## src/rtl/itda_pkg.sv

```systemverilog
// Shared types and constants for the decimal ASCII converter.
`timescale 1ns / 1ps
package itda_pkg;

    localparam int VALUE_IN_W  = 32;
    localparam int VALUE_WIDTH = 32;
    localparam int CHAR_W      = 8;

    // digits of 2^VALUE_WIDTH - 1
    localparam int NUM_DIGITS  = (VALUE_WIDTH * 1233) / 4096 + 1;
    localparam int BCD_W       = NUM_DIGITS * 4;
    localparam int CNT_W       = $clog2(VALUE_WIDTH);

    localparam int QUEUE_DEPTH = 2;
    localparam int Q_PTR_W     = $clog2(QUEUE_DEPTH);
    localparam int Q_CNT_W     = $clog2(QUEUE_DEPTH + 1);

    localparam logic [CHAR_W-1:0] CHAR_ZERO  = 8'h30;
    localparam logic [CHAR_W-1:0] CHAR_MINUS = 8'h2D;

    localparam logic FUNC_SIGNED   = 1'b0;
    localparam logic FUNC_UNSIGNED = 1'b1;

    typedef struct packed {
        logic                   neg;
        logic [VALUE_WIDTH-1:0] mag;
    } itda_job_t;

    typedef struct packed {
        logic      valid;
        itda_job_t job;
    } itda_push_t;

    typedef enum logic [2:0] {
        BK_IDLE,
        BK_CONV,
        BK_SKIP,
        BK_SIGN,
        BK_EMIT
    } back_state_t;

endpackage

```

## src/rtl/itda_queue.sv

```systemverilog
// Short job queue between the front classifier and the back converter.
`timescale 1ns / 1ps
module itda_queue (
    input  logic                clk,
    input  logic                rst_n,
    input  itda_pkg::itda_push_t push,
    output logic                full,
    output logic                q_valid,
    output itda_pkg::itda_job_t q_job,
    input  logic                q_pop
);
    import itda_pkg::*;

    itda_job_t          mem_reg [QUEUE_DEPTH];
    logic [Q_PTR_W-1:0] wr_ptr_reg, wr_ptr_next;
    logic [Q_PTR_W-1:0] rd_ptr_reg, rd_ptr_next;
    logic [Q_CNT_W-1:0] count_reg, count_next;
    logic               do_push, do_pop;

    assign full    = (count_reg == Q_CNT_W'(QUEUE_DEPTH));
    assign q_valid = (count_reg != '0);
    assign q_job   = mem_reg[rd_ptr_reg];
    assign do_push = push.valid && !full;
    assign do_pop  = q_pop && q_valid;

    always_comb
    begin
        wr_ptr_next = wr_ptr_reg;
        rd_ptr_next = rd_ptr_reg;
        count_next  = count_reg;
        if (do_push)
        begin
            wr_ptr_next = (wr_ptr_reg == Q_PTR_W'(QUEUE_DEPTH - 1)) ? '0
                                                                    : wr_ptr_reg + 1'b1;
        end
        if (do_pop)
        begin
            rd_ptr_next = (rd_ptr_reg == Q_PTR_W'(QUEUE_DEPTH - 1)) ? '0
                                                                    : rd_ptr_reg + 1'b1;
        end
        if (do_push && !do_pop)
        begin
            count_next = count_reg + 1'b1;
        end
        else if (do_pop && !do_push)
        begin
            count_next = count_reg - 1'b1;
        end
    end

    always_ff @(posedge clk or negedge rst_n)
    begin
        if (!rst_n)
        begin
            wr_ptr_reg <= '0;
            rd_ptr_reg <= '0;
            count_reg  <= '0;
        end
        else
        begin
            wr_ptr_reg <= wr_ptr_next;
            rd_ptr_reg <= rd_ptr_next;
            count_reg  <= count_next;
        end
    end

    always_ff @(posedge clk)
    begin
        if (do_push)
        begin
            mem_reg[wr_ptr_reg] <= push.job;
        end
    end

endmodule

```

## src/rtl/itda_front.sv

```systemverilog
// Input front end: accepts operands and forms sign and magnitude.
`timescale 1ns / 1ps
module itda_front (
    input  logic                          in_valid,
    output logic                          in_ready,
    input  logic [itda_pkg::VALUE_IN_W-1:0] value,
    input  logic                          func,
    input  logic                          q_full,
    output itda_pkg::itda_push_t          push
);
    import itda_pkg::*;

    logic [VALUE_WIDTH-1:0] v;
    logic                   neg;

    assign v   = value[VALUE_WIDTH-1:0];
    assign neg = (func == FUNC_SIGNED) && v[VALUE_WIDTH-1];

    assign in_ready      = !q_full;
    assign push.valid    = in_valid;
    assign push.job.neg  = neg;
    // most negative value wraps to 2^(W-1), which is its true magnitude
    assign push.job.mag  = neg ? (~v + 1'b1) : v;

endmodule

```

## src/rtl/itda_back.sv

```systemverilog
// Back end: bit-serial binary to BCD, then one ASCII character per transfer.
`timescale 1ns / 1ps
module itda_back (
    input  logic                       clk,
    input  logic                       rst_n,
    input  logic                       q_valid,
    input  itda_pkg::itda_job_t        q_job,
    output logic                       q_pop,
    output logic                       out_valid,
    input  logic                       out_ready,
    output logic [itda_pkg::CHAR_W-1:0] ascii_char,
    output logic                       last
);
    import itda_pkg::*;

    back_state_t            state_reg, state_next;
    logic [VALUE_WIDTH-1:0] bin_reg, bin_next;
    logic [BCD_W-1:0]       bcd_reg, bcd_next;
    logic [BCD_W-1:0]       bcd_adj;
    logic [CNT_W-1:0]       cnt_reg, cnt_next;
    logic                   neg_reg, neg_next;
    logic                   out_valid_reg, out_valid_next;
    logic [CHAR_W-1:0]      char_reg, char_next;
    logic                   last_reg, last_next;
    logic [3:0]             top_digit;
    logic                   out_free;
    logic                   final_digit;

    assign top_digit   = bcd_reg[BCD_W-1 -: 4];
    assign out_free    = !out_valid_reg || out_ready;
    assign final_digit = (cnt_reg == CNT_W'(NUM_DIGITS - 1));

    always_comb
    begin
        for (int i = 0; i < NUM_DIGITS; i++)
        begin
            bcd_adj[i*4 +: 4] = (bcd_reg[i*4 +: 4] >= 4'd5) ? bcd_reg[i*4 +: 4] + 4'd3
                                                            : bcd_reg[i*4 +: 4];
        end
    end

    always_comb
    begin
        state_next     = state_reg;
        bin_next       = bin_reg;
        bcd_next       = bcd_reg;
        cnt_next       = cnt_reg;
        neg_next       = neg_reg;
        char_next      = char_reg;
        last_next      = last_reg;
        out_valid_next = out_valid_reg && !out_ready;
        q_pop          = 1'b0;

        unique case (state_reg)
            BK_IDLE:
            begin
                if (q_valid)
                begin
                    q_pop      = 1'b1;
                    bin_next   = q_job.mag;
                    neg_next   = q_job.neg;
                    bcd_next   = '0;
                    cnt_next   = '0;
                    state_next = BK_CONV;
                end
            end
            BK_CONV:
            begin
                bcd_next = {bcd_adj[BCD_W-2:0], bin_reg[VALUE_WIDTH-1]};
                bin_next = {bin_reg[VALUE_WIDTH-2:0], 1'b0};
                cnt_next = cnt_reg + 1'b1;
                if (cnt_reg == CNT_W'(VALUE_WIDTH - 1))
                begin
                    cnt_next   = '0;
                    state_next = BK_SKIP;
                end
            end
            BK_SKIP:
            begin
                if (top_digit == 4'd0 && !final_digit)
                begin
                    bcd_next = {bcd_reg[BCD_W-5:0], 4'd0};
                    cnt_next = cnt_reg + 1'b1;
                end
                else
                begin
                    state_next = neg_reg ? BK_SIGN : BK_EMIT;
                end
            end
            BK_SIGN:
            begin
                if (out_free)
                begin
                    out_valid_next = 1'b1;
                    char_next      = CHAR_MINUS;
                    last_next      = 1'b0;
                    state_next     = BK_EMIT;
                end
            end
            BK_EMIT:
            begin
                if (out_free)
                begin
                    out_valid_next = 1'b1;
                    char_next      = CHAR_ZERO + {{(CHAR_W-4){1'b0}}, top_digit};
                    last_next      = final_digit;
                    bcd_next       = {bcd_reg[BCD_W-5:0], 4'd0};
                    cnt_next       = cnt_reg + 1'b1;
                    if (final_digit)
                    begin
                        state_next = BK_IDLE;
                    end
                end
            end
            default:
            begin
                state_next = BK_IDLE;
            end
        endcase
    end

    always_ff @(posedge clk or negedge rst_n)
    begin
        if (!rst_n)
        begin
            state_reg     <= BK_IDLE;
            out_valid_reg <= 1'b0;
        end
        else
        begin
            state_reg     <= state_next;
            out_valid_reg <= out_valid_next;
        end
    end

    always_ff @(posedge clk)
    begin
        bin_reg  <= bin_next;
        bcd_reg  <= bcd_next;
        cnt_reg  <= cnt_next;
        neg_reg  <= neg_next;
        char_reg <= char_next;
        last_reg <= last_next;
    end

    assign out_valid  = out_valid_reg;
    assign ascii_char = char_reg;
    assign last       = last_reg;

endmodule

```

## src/rtl/int_to_decimal_ascii.sv

```systemverilog
// Top level of the 32-bit integer to decimal ASCII converter.
//
// Input channel (in_valid/in_ready): one operand per transfer, value plus
// func (0 = signed, 1 = unsigned). A two-entry queue holds accepted operands,
// so in_ready stays high until two are waiting behind the one in progress.
// Output channel (out_valid/out_ready): one ASCII character per transfer,
// most significant digit first, '-' first for negative signed operands,
// last high on the final character. No leading zeros; zero gives "0".
// An operand taken from the queue goes first through the bit-serial
// binary to BCD shift, one operand bit per cycle, and then through the
// digit scan, one BCD digit per cycle while the receiver is ready, for
// zero skipping and output.
// A stalled receiver holds the current character in the output register
// and holds the digit scan; the input queue keeps accepting until full.
// Reset empties the queue, idles the converter and drops out_valid.
`timescale 1ns / 1ps
module int_to_decimal_ascii (
    input  logic                          clk,
    input  logic                          rst_n,
    input  logic                          in_valid,
    output logic                          in_ready,
    input  logic [itda_pkg::VALUE_IN_W-1:0] value,
    input  logic                          func,
    output logic                          out_valid,
    input  logic                          out_ready,
    output logic [itda_pkg::CHAR_W-1:0]   ascii_char,
    output logic                          last
);
    import itda_pkg::*;

    itda_push_t push;
    logic       q_full;
    logic       q_valid;
    itda_job_t  q_job;
    logic       q_pop;

    itda_front u_front (
        .in_valid (in_valid),
        .in_ready (in_ready),
        .value    (value),
        .func     (func),
        .q_full   (q_full),
        .push     (push)
    );

    itda_queue u_queue (
        .clk     (clk),
        .rst_n   (rst_n),
        .push    (push),
        .full    (q_full),
        .q_valid (q_valid),
        .q_job   (q_job),
        .q_pop   (q_pop)
    );

    itda_back u_back (
        .clk        (clk),
        .rst_n      (rst_n),
        .q_valid    (q_valid),
        .q_job      (q_job),
        .q_pop      (q_pop),
        .out_valid  (out_valid),
        .out_ready  (out_ready),
        .ascii_char (ascii_char),
        .last       (last)
    );

endmodule

```

## config.mk

```make
export PLATFORM = sky130hd
export DESIGN_NAME = int_to_decimal_ascii
export DESIGN_NICKNAME = d
export VERILOG_FILES = /design/src/rtl/itda_pkg.sv /design/src/rtl/itda_queue.sv /design/src/rtl/itda_front.sv /design/src/rtl/itda_back.sv /design/src/rtl/int_to_decimal_ascii.sv
export SDC_FILE = /design/constraint.sdc
export NUM_CORES = 1
export LEC_CHECK = 0
export ABC_AREA = 1
export ABC_CLOCK_PERIOD_IN_PS = 3200
export CORE_ASPECT_RATIO = 0.7
export CORE_MARGIN = 5
export CORE_UTILIZATION = 64
export DETAILED_ROUTE_END_ITERATION = 10
export DONT_BUFFER_PORTS = 1
export PLACE_DENSITY = 0.8
export SKIP_CTS_REPAIR_TIMING = 1
export SLEW_MARGIN = 10
export SYNTH_ARGS = -nofsm -noshare
export SYNTH_HDL_FRONTEND = slang
export SYNTH_SLANG_ARGS = --single-unit
```

## constraint.sdc

```tcl
create_clock -name clk -period 3.2 [get_ports clk]
set_input_delay 0.32 -clock clk [delete_from_list [all_inputs] [get_ports clk]]
set_output_delay 0.32 -clock clk [all_outputs]
set_load 0.02 [all_outputs]
```

== Word level (Yosys, flattened, before mapping) ==
Memories as Yosys holds them, arrays and structs flattened.
Cells that the tools add are included.

* Word-level logic and storage cells: 128
* Input bits: 37
* Register bits after elaboration: 95
* Memory bits (writable): 66
* Output and inout port bits: 11
* Memories: 1

{| class="wikitable"
|+ Memories
! memory !! words !! bits a word !! rd ports !! clocked after memory_dff !! write ports !! line !! source
|-
| u_queue.mem_reg || 2 || 33 || 1 || 0 || 1 || itda_queue.sv:14 || <nowiki>itda_job_t mem_reg [QUEUE_DEPTH];</nowiki>
|}

* Bitwise logic cells: 2
* Reductions and logical operators: 27
* Add/subtract/negate cells: 17
* Equality and inequality tests: 14
* Multiplexer cells: 46
* Magnitude comparators: 10

{| class="wikitable"
|+ Operator list
! operator !! count
|-
| case mux 40 bit (4 select lines) || 1
|-
| two-way mux 40 bit || 3
|-
| two-way mux 32 bit || 2
|-
| case mux 32 bit (2 select lines) || 1
|-
| greater-or-equal comparator 4 x 3 -> 1 bit (second input constant) || 10
|-
| adder 4 x 2 -> 4 bit (second input constant) || 9
|-
| two-way mux 4 bit || 9
|-
| adder 32 x 1 -> 32 bit (second input constant) || 1
|-
| inverter 32 bit || 1
|-
| two-way mux 3 bit || 8
|-
| two-way mux 5 bit || 4
|-
| case mux 5 bit (4 select lines) || 1
|-
| two-way mux 8 bit || 2
|-
| case mux 8 bit (2 select lines) || 1
|-
| case mux 3 bit (5 select lines) || 1
|-
| two-way mux 1 bit || 10
|-
| inequality test 2 x 1 -> 1 bit (second input constant) || 5
|-
| nonzero test 2 bit || 4
|-
| adder 6 x 4 -> 7 bit (first input constant) || 1
|-
| logical AND 1 bit || 7
|-
| equality test 3 x 2 -> 1 bit (second input constant) || 2
|-
| zero test 1 bit || 6
|-
| AND reduction 6 bit || 1
|-
| adder 5 x 1 -> 5 bit (second input constant) || 1
|-
| other kinds (21) || 25
|}

== Longest topological paths before layout ==
Gate-level depths: netlist (run 1).

* Depth after elaboration: 7
* Gate-level depth with buffers: 10
* Depth with buffers taken out: 10

== By module ==
From an unflattened synthesis (run 1), not the netlist that was laid out.

* Cells, all modules: 963
* Area total of the unflattened synthesis: 8593.2 µm²

{| class="wikitable"
|+ Modules (own cells, without submodules)
! module !! sequential area each (µm²) !! area each (µm²) !! instances !! cells each
|-
| itda_back || 2622.5 || 4862.2 || 1 || 526
|-
| itda_queue || 2082.0 || 2666.3 || 1 || 204
|-
| itda_front || 0.0 || 1064.8 || 1 || 233
|}

== Least setup slack after synthesis (run 1) ==
OpenSTA, ideal clock, no wires.

* Kind: register -> register
* Start point: reg u_queue.count_reg[0]
* End point: mem u_queue.mem_reg[1][0] (netlist bit) (enable)
* Cell stages (with the launch flop): 5
* Arrival time: 2.188 ns
* Clock period less this slack: 2.613 ns
* Buffers on the path: 0
* Setup time: 0.425 ns
* Path slack: 0.587 ns
* Data required time: 2.775 ns
* Cells stage by stage: dfrtp_1 > inv_1 > nand2_1 > nand2_1 > nor2_1

* Word-level cells in the longest chain between the ends: 5

{| class="wikitable"
|+ RTL lines
! what !! line !! source
|-
| start, declared || itda_queue.sv:17 || <nowiki>logic [Q_CNT_W-1:0] count_reg, count_next;</nowiki>
|-
| start signal, assigned || itda_queue.sv:63 || <nowiki>count_reg <= count_next;</nowiki>
|-
| equality test 2 bit || itda_queue.sv:20 || <nowiki>assign full = (count_reg == Q_CNT_W'(QUEUE_DEPTH));</nowiki>
|-
| zero test 1 bit || - ||
|-
| named net in_ready || int_to_decimal_ascii.sv:21 || <nowiki>output logic in_ready,</nowiki>
|-
| logical AND 1 bit || itda_queue.sv:23 || <nowiki>assign do_push = push.valid && !full;</nowiki>
|-
| two-way mux 1 bit || itda_queue.sv:69 || <nowiki>if (do_push)</nowiki>
|-
| two-way mux 1 bit (not written as such) || itda_queue.sv:71 || <nowiki>mem_reg[wr_ptr_reg] <= push.job;</nowiki>
|-
| end, declared || itda_queue.sv:14 ||
|}

The timed path passes the listed nets, and every way through them passes these cells.

== Worst setup path after layout (run 1) ==
* Start point: reg u_back.state_reg[2]
* End point: reg u_back.bcd_reg[13] (enable)

* Word-level cells in the longest chain between the ends: 3
* Elaborated cells between the ends (all ways): 9
* Those cells by class: eq/ne: 6; reduce/logical: 3

{| class="wikitable"
|+ RTL lines
! what !! line !! source
|-
| start, declared || itda_back.sv:16 || <nowiki>back_state_t state_reg, state_next;</nowiki>
|-
| start signal, assigned || itda_back.sv:131 || <nowiki>state_reg <= state_next;</nowiki>
|-
| equality test 3 bit (tied with other cells) || itda_back.sv:54 || <nowiki>unique case (state_reg)</nowiki>
|-
| inequality test 2 x 1 -> 1 bit (no line) (tied with other cells) || - ||
|-
| AND reduction 4 bit (no line) (*) || - ||
|-
| end signal, assigned || itda_back.sv:139 || <nowiki>bcd_reg <= bcd_next;</nowiki>
|-
| end, declared || itda_back.sv:18 || <nowiki>logic [BCD_W-1:0] bcd_reg, bcd_next;</nowiki>
|}

Every way passes the cells marked *; elsewhere a longest branch is shown, timed or not.
A chain may end at the register's enable or synchronous reset.

==> summary.txt, run 1 <==
Worst Hold Launch: out_ready
Crit Path Max Fanout: 38
Most used flip-flop cell after synthesis: edfxtp_1
Setup skew after layout: 10.7 ps
Reg-to-Reg Start: u_back.state_reg[2]
Fraction of final layout cells with drive strength greater than 1: 9.75%
Global Route Usage Sum: 21.9%
DRC Markers: 0
Kind of critical path: flop to flop
Most area-hungry cell type in the Yosys netlist: edfxtp_1
Portion of the post-synthesis area used by sequential elements: 56.8%
Area growth from synthesis to final layout: 8.60%
Worst hold slack after final layout: 106 ps
Core ar.: 0.0125 mm²
Average instance area after synthesis: 9.69 µm²
Non-filler instance count after layout: 1034
Static leakage: 3.60 nW
Number of clock sinks: 158
Net count reported at finish: 922
Power density normalized to cell area: 1050 mW/mm²
Post-synthesis cell area: 0.00828 mm²
First-pass GRT wire length: 27.4 mm
Drt first pass iters: 5
Setup repair after global routing missed its margin: no
Hold/Removal Path Class: input pin to flop
Largest register FFs: 66
Highest ir drop seen on vdd: 1080 µV
Clock Tree Buf Depth: 2
Routed met2 length: 7.98 mm
Post-layout min period: 2240 ps
Maximum number of pins on one net before global-route repair: 54
Count of cells along the worst register-to-register path: 5
Synth area leaders: edfxtp_1 54%, nand2_1 8.6%, nor2_1 5.9%, inv_1 4.0%, ha_1 3.9%
Num CTS Buffers: 17
Max Cap Violations: 0
Number of synthesized flops with an enable pin: 150
Share of the synthesized area in the top cell type: 54.4%
WL per Instance: 16.0 µm
Worst R2R End: u_back.bcd_reg[13]
Die extent in y: 105 µm
Remaining max-slew budget at the tightest pin: 61.7%
Setup crit start kind: flop
Placed Instances: 1000
Number of violations reported at the end of detailed-routing iteration 0: 480
Final clock period utilization by the worst path: 69.9%
Worst hold path depth: 3
Number of cells produced by synthesis: 855
Most used standard cell by instance count after synthesis: nand2_1
Endpoint required time on the critical path: 3310 ps
Detailed-placement wirelength estimate: 11.2 mm
Final global-route overflow total: 0
Clock latency on the worst-skew pair: 430 ps
Root cell of the clock tree: clkbuf_16
Met3 routed wirelength: 1.12 mm
Total setup violations reported at the end of the flow: 0
CP Capture Type: flop
Setup TNS: 0 ps
Final Hold Viols: 0
Number of ports placed on the die boundary: 48
Antenna diode instance count: 0
Placed instance area: 0.00841 mm²
Vias in the first global route: 5753
FF-to-FF setup slack: 960 ps
Clock tree from TritonCTS: built
Max Freq: 447 MHz
Placement Rows: 34
Clock slew at the register clock pins of the worst setup and hold paths: 60 ps
Count of cell types in the netlist: 40
Worst Max-Slew Pin Slew: 575 ps
Final RePlAce weighted congestion: 0.945
Top routing layer in use: met4
Synth Warn #: 0
Most numerous cell types in the synthesized netlist: 189 x nand2_1, 150 x edfxtp_1, 130 x nor2_1, 88 x inv_1, 65 x o21ai_0
Overall routed net length: 16.6 mm
Data arrival, critical path: 2340 ps
End point of the most critical hold path: u_back.out_valid
Floorplan die width: 146 µm
Initial antenna violation count: 0
Met1 routed wirelength after detailed routing: 7.27 mm
Total power of the final layout: 9.41 mW
Initial cell density of the core: 66.0%
Detailed-route via count: 5982
Number of H-tree levels: 4
Run status: finished, final reports clean
Asr flop ratio synth: 5.06%
Design Area, Final: 0.00899 mm²
Slew Limit Fails: 0
Post-detailed-route count of antenna-violating nets: 0
Via density per instance: 5.79
Total of buffers placed on input and output ports: 0
Post-synthesis sequential element count: 158
Overall die area: 0.0154 mm²
## layer usage
metal | up-vias | global-route usage (%)
met2 | 257 | 36.3
li1 | 2898 | -
met5 | - | 0
met3 | 24 | 4.89
met1 | 2803 | 29.9
met4 | 0 | 5.30
## cells by family after synthesis
family,after synthesis,synth area share (%)
fa+ha+maj,26,3.93
xor+xnor,28,2.96
compound gates,157,11.8
simple gates,362,18.1
flops,158,56.8
other cells,2,0.0907
buf+inv,122,6.42
## per-stage QoR
step	setup WS, ps	utilization (%)
after global placement	1040	67.0
after floorplan	587	-
after global routing	846	71.7
after CTS	1000	71.5
after detailed placement	983	67.0
final	963	71.7
## power by group
group | switching (mW) | total, mW | leakage (nW) | internal, mW
clock network | 0.903 | 1.95 | 0.283 | 1.04
registers | 0.480 | 4.06 | 1.55 | 3.58
logic | 2.34 | 3.40 | 1.77 | 1.06
total | 3.72 | 9.41 | 3.60 | 5.69
## worst max-delay path by stage
stage / depth (start not counted) / startpoint / to / slack (ps)
after floorplan: 4 / u_queue.count_reg[0] / u_queue.mem_reg[1][0] / 590
after global placement: 5 / u_back.state_reg[2] / u_back.bcd_reg[18] / 1040
after detailed placement: 5 / u_back.state_reg[2] / u_back.bcd_reg[21] / 980
after CTS: 5 / u_back.state_reg[2] / u_back.bcd_reg[13] / 1000
after global routing: 5 / u_back.state_reg[2] / u_back.bcd_reg[13] / 850
final: 5 / u_back.state_reg[2] / u_back.bcd_reg[13] / 960
## layout by cell type, fill, tap and decap left out, types with 9 or more instances in the layout
cell type,n
ha_1,26
inv_1,88
a31oi_1,31
nand3_1,19
xor2_1,17
edfxtp_1,150
nand2_1,189
clkbuf_16,17
o21ai_0,65
xnor2_1,11
nor2_1,127
a21oi_1,29
buf_4,9
## final cells by class
class,instances,area [µm²]
Clock buffer,18,429
Clock inverter,14,138
Fill cell,835,3550
Inverter,94,355
Multi-Input combinational cell,576,3060
Timing Repair Buffer,12,108
Sequential cell,158,4700
Tap cell,162,203
## critical path, cell delays in order (launching register included)
cell	delay [ps]
dfrtp_1	420
inv_2	150
nand3_2	400
nand3_1	230
o211a_1	410
buf_12	270
Note: power is estimated with default switching activity, not from simulation.
==> run 2, diff against run 1 <==
--- a/config.mk
+++ b/config.mk
@@ -5,14 +5,14 @@
 export SDC_FILE = /design/constraint.sdc
 export NUM_CORES = 1
 export LEC_CHECK = 0
-export ABC_AREA = 1
-export ABC_CLOCK_PERIOD_IN_PS = 3200
+export ABC_AREA = 0
+export ABC_CLOCK_PERIOD_IN_PS = 2050
 export CORE_ASPECT_RATIO = 0.7
 export CORE_MARGIN = 5
-export CORE_UTILIZATION = 64
+export CORE_UTILIZATION = 58
 export DETAILED_ROUTE_END_ITERATION = 10
 export DONT_BUFFER_PORTS = 1
-export PLACE_DENSITY = 0.8
+export PLACE_DENSITY = 0.76
 export SKIP_CTS_REPAIR_TIMING = 1
 export SLEW_MARGIN = 10
 export SYNTH_ARGS = -nofsm -noshare
==> constraint.sdc (replaced) <==
create_clock -name clk -period 2.05 [get_ports clk]
set_input_delay 0.205 -clock clk [delete_from_list [all_inputs] [get_ports clk]]
set_output_delay 0.205 -clock clk [all_outputs]
set_load 0.02 [all_outputs]
==> run 2 against run 1 <==
  * Clock-buffer cell count shrank 1
  * Highest routed layer unchanged
  * Via count shrank 15%
  * Largest cell class unchanged
  * Power grew 39%
  * Final cell count shrank 16%
  * Critical endpoint is now u_back.cnt_reg[4]
==> summary.txt, run 2 <==
Placement Rows: 35
Average instance area after synthesis: 12.3 µm²
Portion of the post-synthesis area used by sequential elements: 59.6%
Final RePlAce weighted congestion: 0.847
Count of cells along the worst register-to-register path: 7
Post-layout min period: 1980 ps
Final global-route overflow total: 0
Post-synthesis cell area: 0.00789 mm²
Clock slew at the register clock pins of the worst setup and hold paths: 70 ps
Final clock period utilization by the worst path: 96.4%
Number of clock sinks: 158
Net count reported at finish: 736
Final Util: 68.4%
Max Cap Violations: 0
Commonest cells after routing, fill and taps aside: 150 x edfxtp_1, 72 x o21ai_0, 66 x nand2_1
Met1 routed wirelength after detailed routing: 6.93 mm
Number of cells produced by synthesis: 642
Overall die area: 0.0161 mm²
Placed instance area: 0.00830 mm²
Final Hold Viols: 0
Area growth from synthesis to final layout: 14.8%
End point of the most critical hold path: u_queue.mem_reg[0][13]
Routed met2 length: 7.12 mm
Total of buffers placed on input and output ports: 0
Detailed-route via count: 5085
First-pass GRT wire length: 24.6 mm
DRC Markers: 0
Slew Limit Fails: 0
Most area-hungry cell type in the Yosys netlist: edfxtp_1
Most used standard cell by instance count after synthesis: edfxtp_1
Number of ports placed on the die boundary: 48
Met3 routed wirelength: 1.04 mm
Drt first pass iters: 5
Static leakage: 3.38 nW
Global Route Usage Sum: 19.5%
Number of violations reported at the end of detailed-routing iteration 0: 419
Number of synthesized flops with an enable pin: 150
Synth Warn #: 0
CP Capture Type: flop
Clock Tree Buf Depth: 2
Overall routed net length: 15.2 mm
Vias in the first global route: 4928
Setup crit start kind: flop
Clock latency on the worst-skew pair: 430 ps
Run status: finished, final reports clean
Non-filler instance count after layout: 871
Clock share of power: 24.1%
Largest register FFs: 66
Sequential group share of total power: 44.2%
Post-synthesis sequential element count: 158
Placed Instances: 824
Clock tree from TritonCTS: built
Setup repair after global routing missed its margin: no
Design Area, Final: 0.00905 mm²
FF-to-FF setup slack: 70 ps
Most common library cell in the layout ignoring fill and taps: edfxtp_1
Post-detailed-route count of antenna-violating nets: 0
Most used flip-flop cell after synthesis: edfxtp_1
Count of cell types in the netlist: 53
Reg-to-Reg Start: u_back.bcd_reg[36]
Share of the synthesized area in the top cell type: 57.1%
Worst Max-Slew Pin Slew: 634 ps
Asr flop ratio synth: 5.06%
Most numerous cell types in the synthesized netlist: 150 x edfxtp_1, 72 x o21ai_0, 66 x nand2_1, 42 x mux2i_1, 36 x xnor2_1
Antenna diode instance count: 0
Data arrival, critical path: 2120 ps
Top routing layer in use: met4
Combinational fraction of design power: 31.7%
Maximum number of pins on one net before global-route repair: 44
Num CTS Buffers: 17
Hold/Removal Path Class: input pin to flop
Fillers: 927
Fraction of final layout cells with drive strength greater than 1: 12.7%
Cell Int Power: 8.62 mW
Worst hold path depth: 1
Power density normalized to cell area: 1440 mW/mm²
Remaining max-slew budget at the tightest pin: 57.7%
Kind of critical path: flop to flop
Synth area leaders: edfxtp_1 57%, mux2i_1 5.3%, o21ai_0 4.6%, ha_1 4.1%, xnor2_1 4.0%
Initial cell density of the core: 59.6%
Highest ir drop seen on vdd: 944 µV
Worst R2R End: u_back.cnt_reg[4]
Crit Path Max Fanout: 7
Endpoint required time on the critical path: 2190 ps
Initial antenna violation count: 0
Detailed-placement wirelength estimate: 9.91 mm
Setup skew after layout: 8.45 ps
Via density per instance: 5.84
Fraction of power spent switching nets: 33.9%
Root cell of the clock tree: clkbuf_16
WL per Instance: 17.5 µm
Max Freq: 506 MHz
Core ar.: 0.0132 mm²
Die extent in y: 108 µm
Worst Hold Launch: value[13]
Setup TNS: 0 ps
Floorplan die width: 149 µm
Total setup violations reported at the end of the flow: 0
Number of H-tree levels: 4
Switching component of the power: 4.41 mW
[run 2: changes by cell type after synthesis, sizes merged, moves of 11 or more]
| cell | delta |
|---|---|
| a31oi | -29 |
| nand2 | -127 |
| inv | -60 |
| nand3 | -19 |
| nor2 | -118 |
| xnor2 | +25 |
| nand2b | +19 |
| mux2i | +42 |
| nor3b | +12 |
| o31ai | +11 |
[run 2: metal layers]
layer,track usage (%),up-vias
met5,0,-
met4,5.23,0
li1,-,2409
met3,5.51,15
met2,31.3,183
met1,26.4,2478
[run 2: worst max-delay path, cell delays in order, from the launching register on]
cell and delay [ps]:
edfxtp_1 410, inv_2 100, ha_1 130, or3b_4 390, nor2_4 90, a21oi_2 70
o21bai_4 270, clkbuf_16 230
[run 2: how the worst max path moves through the flow]
stage / from / end / slack [ps] / cells after the start
2_1_floorplan: u_back.bcd_reg[36] / u_back.bcd_reg[0] / -250 / 6
3_3_place_gp: u_back.bcd_reg[36] / u_back.bcd_reg[13] / 110 / 7
3_5_place_dp: u_back.bcd_reg[37] / u_back.bcd_reg[6] / 80 / 7
4_1_cts: u_back.bcd_reg[37] / u_back.bcd_reg[13] / 50 / 7
5_1_grt: u_back.bcd_reg[36] / u_back.cnt_reg[0] / 5 / 7
6_report: u_back.bcd_reg[36] / u_back.cnt_reg[4] / 70 / 7
[run 2: stage by stage]
stage / hold WS, ps / setup slack [ps] / total power [mW]
finish: 4.34 / 73.0 / 13.0
global route: 1.01 / 4.81 / 13.8
CTS: -548 / 51.1 / 13.0
detailed placement: -90.3 / 84.0 / 9.77
global placement: -90.4 / 112 / 9.52
floorplan: -90.6 / -252 / 8.51
[run 2: kinds of logic after synthesis]
family | share of synthesized area (%)
DFF | 59.6
and+or+nand+nor | 10.8
AOI/OAI and AO/OA | 11.0
buffers and inverters | 3.20
xor gates and xnor gates | 5.55
muxes | 5.62
adders and majority gates | 4.12
other | 0.0952
[run 2: layout make-up]
type	count	area [µm²]	share of cell area (%)
timing repair buffer	37	424	4.69
tap	185	231	2.56
clock buffer	17	425	4.70
sequential	158	4710	52.0
inverter	33	124	1.37
multi-input combinational	426	2980	32.9
clock inverter	15	165	1.82
[run 2: power groups by stage]
stage	registers [mW]	logic [mW]	clock network, mW
floorplan	5.56	2.95	0
global placement	5.75	3.77	0
detailed placement	5.80	3.98	0
CTS	5.75	4.01	3.19
global route	5.87	4.60	3.34
finish	5.76	4.13	3.14
==> run 3, diff against run 2 <==
--- a/config.mk
+++ b/config.mk
@@ -6,7 +6,7 @@
 export NUM_CORES = 1
 export LEC_CHECK = 0
 export ABC_AREA = 0
-export ABC_CLOCK_PERIOD_IN_PS = 2050
+export ABC_CLOCK_PERIOD_IN_PS = 1750
 export CORE_ASPECT_RATIO = 0.7
 export CORE_MARGIN = 5
 export CORE_UTILIZATION = 58
==> constraint.sdc (replaced) <==
create_clock -name clk -period 1.75 [get_ports clk]
set_input_delay 0.175 -clock clk [delete_from_list [all_inputs] [get_ports clk]]
set_output_delay 0.175 -clock clk [all_outputs]
set_load 0.02 [all_outputs]
==> run 3 against run 2 <==
  * The flow now finishes with violations (setup timing)
  * Core utilization is 4.7 points higher
  * Clock skew up 3.4 ps
  * First-iteration DRC count grew 25%
  * Maximum frequency up 3.4%
  * Non-clock buffer count increased by 58
  * Sequential share of layout area is 3.3 points lower
  * Critical path type unchanged
  * Largest cell class unchanged
  * Highest routed layer unchanged
==> summary.txt, run 3 (same netlist as run 2, synthesis figures left out) <==
Highest ir drop seen on vdd: 842 µV
Clock Tree Buf Depth: 2
Final clock period utilization by the worst path: 109%
Clock slew at the register clock pins of the worst setup and hold paths: 70 ps
Met1 Usage GRT: 26.5%
Worst hold slack after final layout: 3.80 ps
Largest register FFs: 66
Num CTS Buffers: 17
Static leakage: 3.68 nW
Total power of the final layout: 16.0 mW
Core ar.: 0.0132 mm²
Vias in the first global route: 5301
Max Cap Violations: 0
Setup ws final: -161 ps
Final RePlAce weighted congestion: 0.823
Hold/Removal Path Class: input pin to flop
Number of H-tree levels: 4
Number of clock sinks: 158
Slew Limit Fails: 0
Initial cell density of the core: 59.6%
Final global-route overflow total: 0
Non-filler instance count after layout: 929
Largest stage delay, worst path: 410 ps
Overall routed net length: 17.4 mm
Overall die area: 0.0161 mm²
Number of ports placed on the die boundary: 48
Setup skew after layout: 11.8 ps
Global Route Usage Sum: 20.7%
Crit Path Max Fanout: 7
Placement Rows: 35
Total setup violations reported at the end of the flow: 47
Cell chain of the critical path: inv_2, ha_4, or3b_4, nor2_4, a21oi_2, o21bai_4, buf_12, clkbuf_16
Met2 global-route usage: 34.8%
Setup repair after global routing missed its margin: yes
Violations in the final reports: setup timing
Detailed-route via count: 5491
First-pass GRT wire length: 25.9 mm
Remaining max-slew budget at the tightest pin: 60.7%
Fraction of final layout cells with drive strength greater than 1: 20.4%
Detailed-placement wirelength estimate: 10.4 mm
Floorplan die width: 149 µm
Data arrival, critical path: 2060 ps
Kind of critical path: flop to flop
Post-layout min period: 1910 ps
Run status: complete, but fails checks
Drt first pass iters: 6
Worst-path cell with the longest stage delay: edfxtp_1
Clock tree from TritonCTS: built
Met3 usage in global routing: 5.35%
Power density normalized to cell area: 1660 mW/mm²
Number of violations reported at the end of detailed-routing iteration 0: 524
Placed Instances: 854
Most common library cell in the layout ignoring fill and taps: edfxtp_1
Commonest cells after routing, fill and taps aside: 150 x edfxtp_1, 71 x o21ai_0, 66 x nand2_1
Die extent in y: 108 µm
Max Freq: 523 MHz
Setup crit start kind: flop
Root cell of the clock tree: clkbuf_16
Maximum number of pins on one net before global-route repair: 71
WL per Instance: 18.8 µm
Final Util: 73.2%
Busiest grt layer: met2
Clock latency on the worst-skew pair: 430 ps
Via density per instance: 5.91
Net count reported at finish: 794
Worst Max-Slew Pin Slew: 582 ps
CP Capture Type: flop
Total of buffers placed on input and output ports: 0
Endpoint required time on the critical path: 1900 ps
DRC Markers: 0
Final Hold Viols: 0
Antenna diode instance count: 0
Initial antenna violation count: 0
Area growth from synthesis to final layout: 22.7%
Post-detailed-route count of antenna-violating nets: 0
run 3: changes by cell type in the layout (fill, tap and decap cells not counted), sizes merged:
cell         delta
clkinvlp        -1
inv             +1
bufinv          -1
buf            +38
clkbuf          +5
dlygate4sd3    +16
run 3: where the power goes:
part,leakage [nW],switching (mW),internal (mW)
Sequential,1.62,0.723,5.99
Clock,0.282,1.68,1.90
Combinational,1.78,3.17,2.56
run 3: final cells by class:
class                   count  area (µm²)
inverters                  33         124
well taps                 185         231
clock buffers              18         429
multi-input cells         426        3080
clock inverters            14         140
fillers                   822        3550
flip-flops and latches    158        4710
repair buffers             95         965
run 3: worst paths after layout:
check                                    from            endpoint  slack, ps  cells past startpoint
hold reg to reg            u_back.bin_reg[17]  u_back.bin_reg[18]        530                      2
hold / removal                       in_valid  u_queue.wr_ptr_reg          4                      2
min in group asynchronous               rst_n    u_back.out_valid        110                      1
setup / recovery           u_back.bcd_reg[36]   u_back.cnt_reg[3]       -160                      8
max in group asynchronous               rst_n  u_queue.rd_ptr_reg       1320                      1
setup reg to reg           u_back.bcd_reg[36]   u_back.cnt_reg[3]       -160                      8
run 3: critical path, delay by kind of cell (launching register included):
family,cells,cell delay (ps)
AOI/OAI and AO/OA,2,200
adders and majority gates,1,120
buffers and inverters,3,400
DFF,1,410
and+or+nand+nor,2,490
run 3: layer usage:
| layer | up-vias | routed length [µm] | share of wire [%] |
|---|---|---|---|
| met5 | - | 0 | 0 |
| met4 | 0 | 290 | 1.7 |
| met3 | 36 | 1260 | 7.2 |
| met2 | 237 | 8550 | 49 |
| met1 | 2688 | 7330 | 42 |
| li1 | 2530 | - | - |
run 3: through the flow:
step	setup WS, ps	cell area (µm²)	TNS [ps]
5_1_grt	-220	9680	-9950
6_report	-161	9680	-6700
2_1_floorplan	-551	7920	-24880
3_5_place_dp	-219	8510	-7480
3_3_place_gp	-138	8510	-5200
4_1_cts	-228	9080	-9580
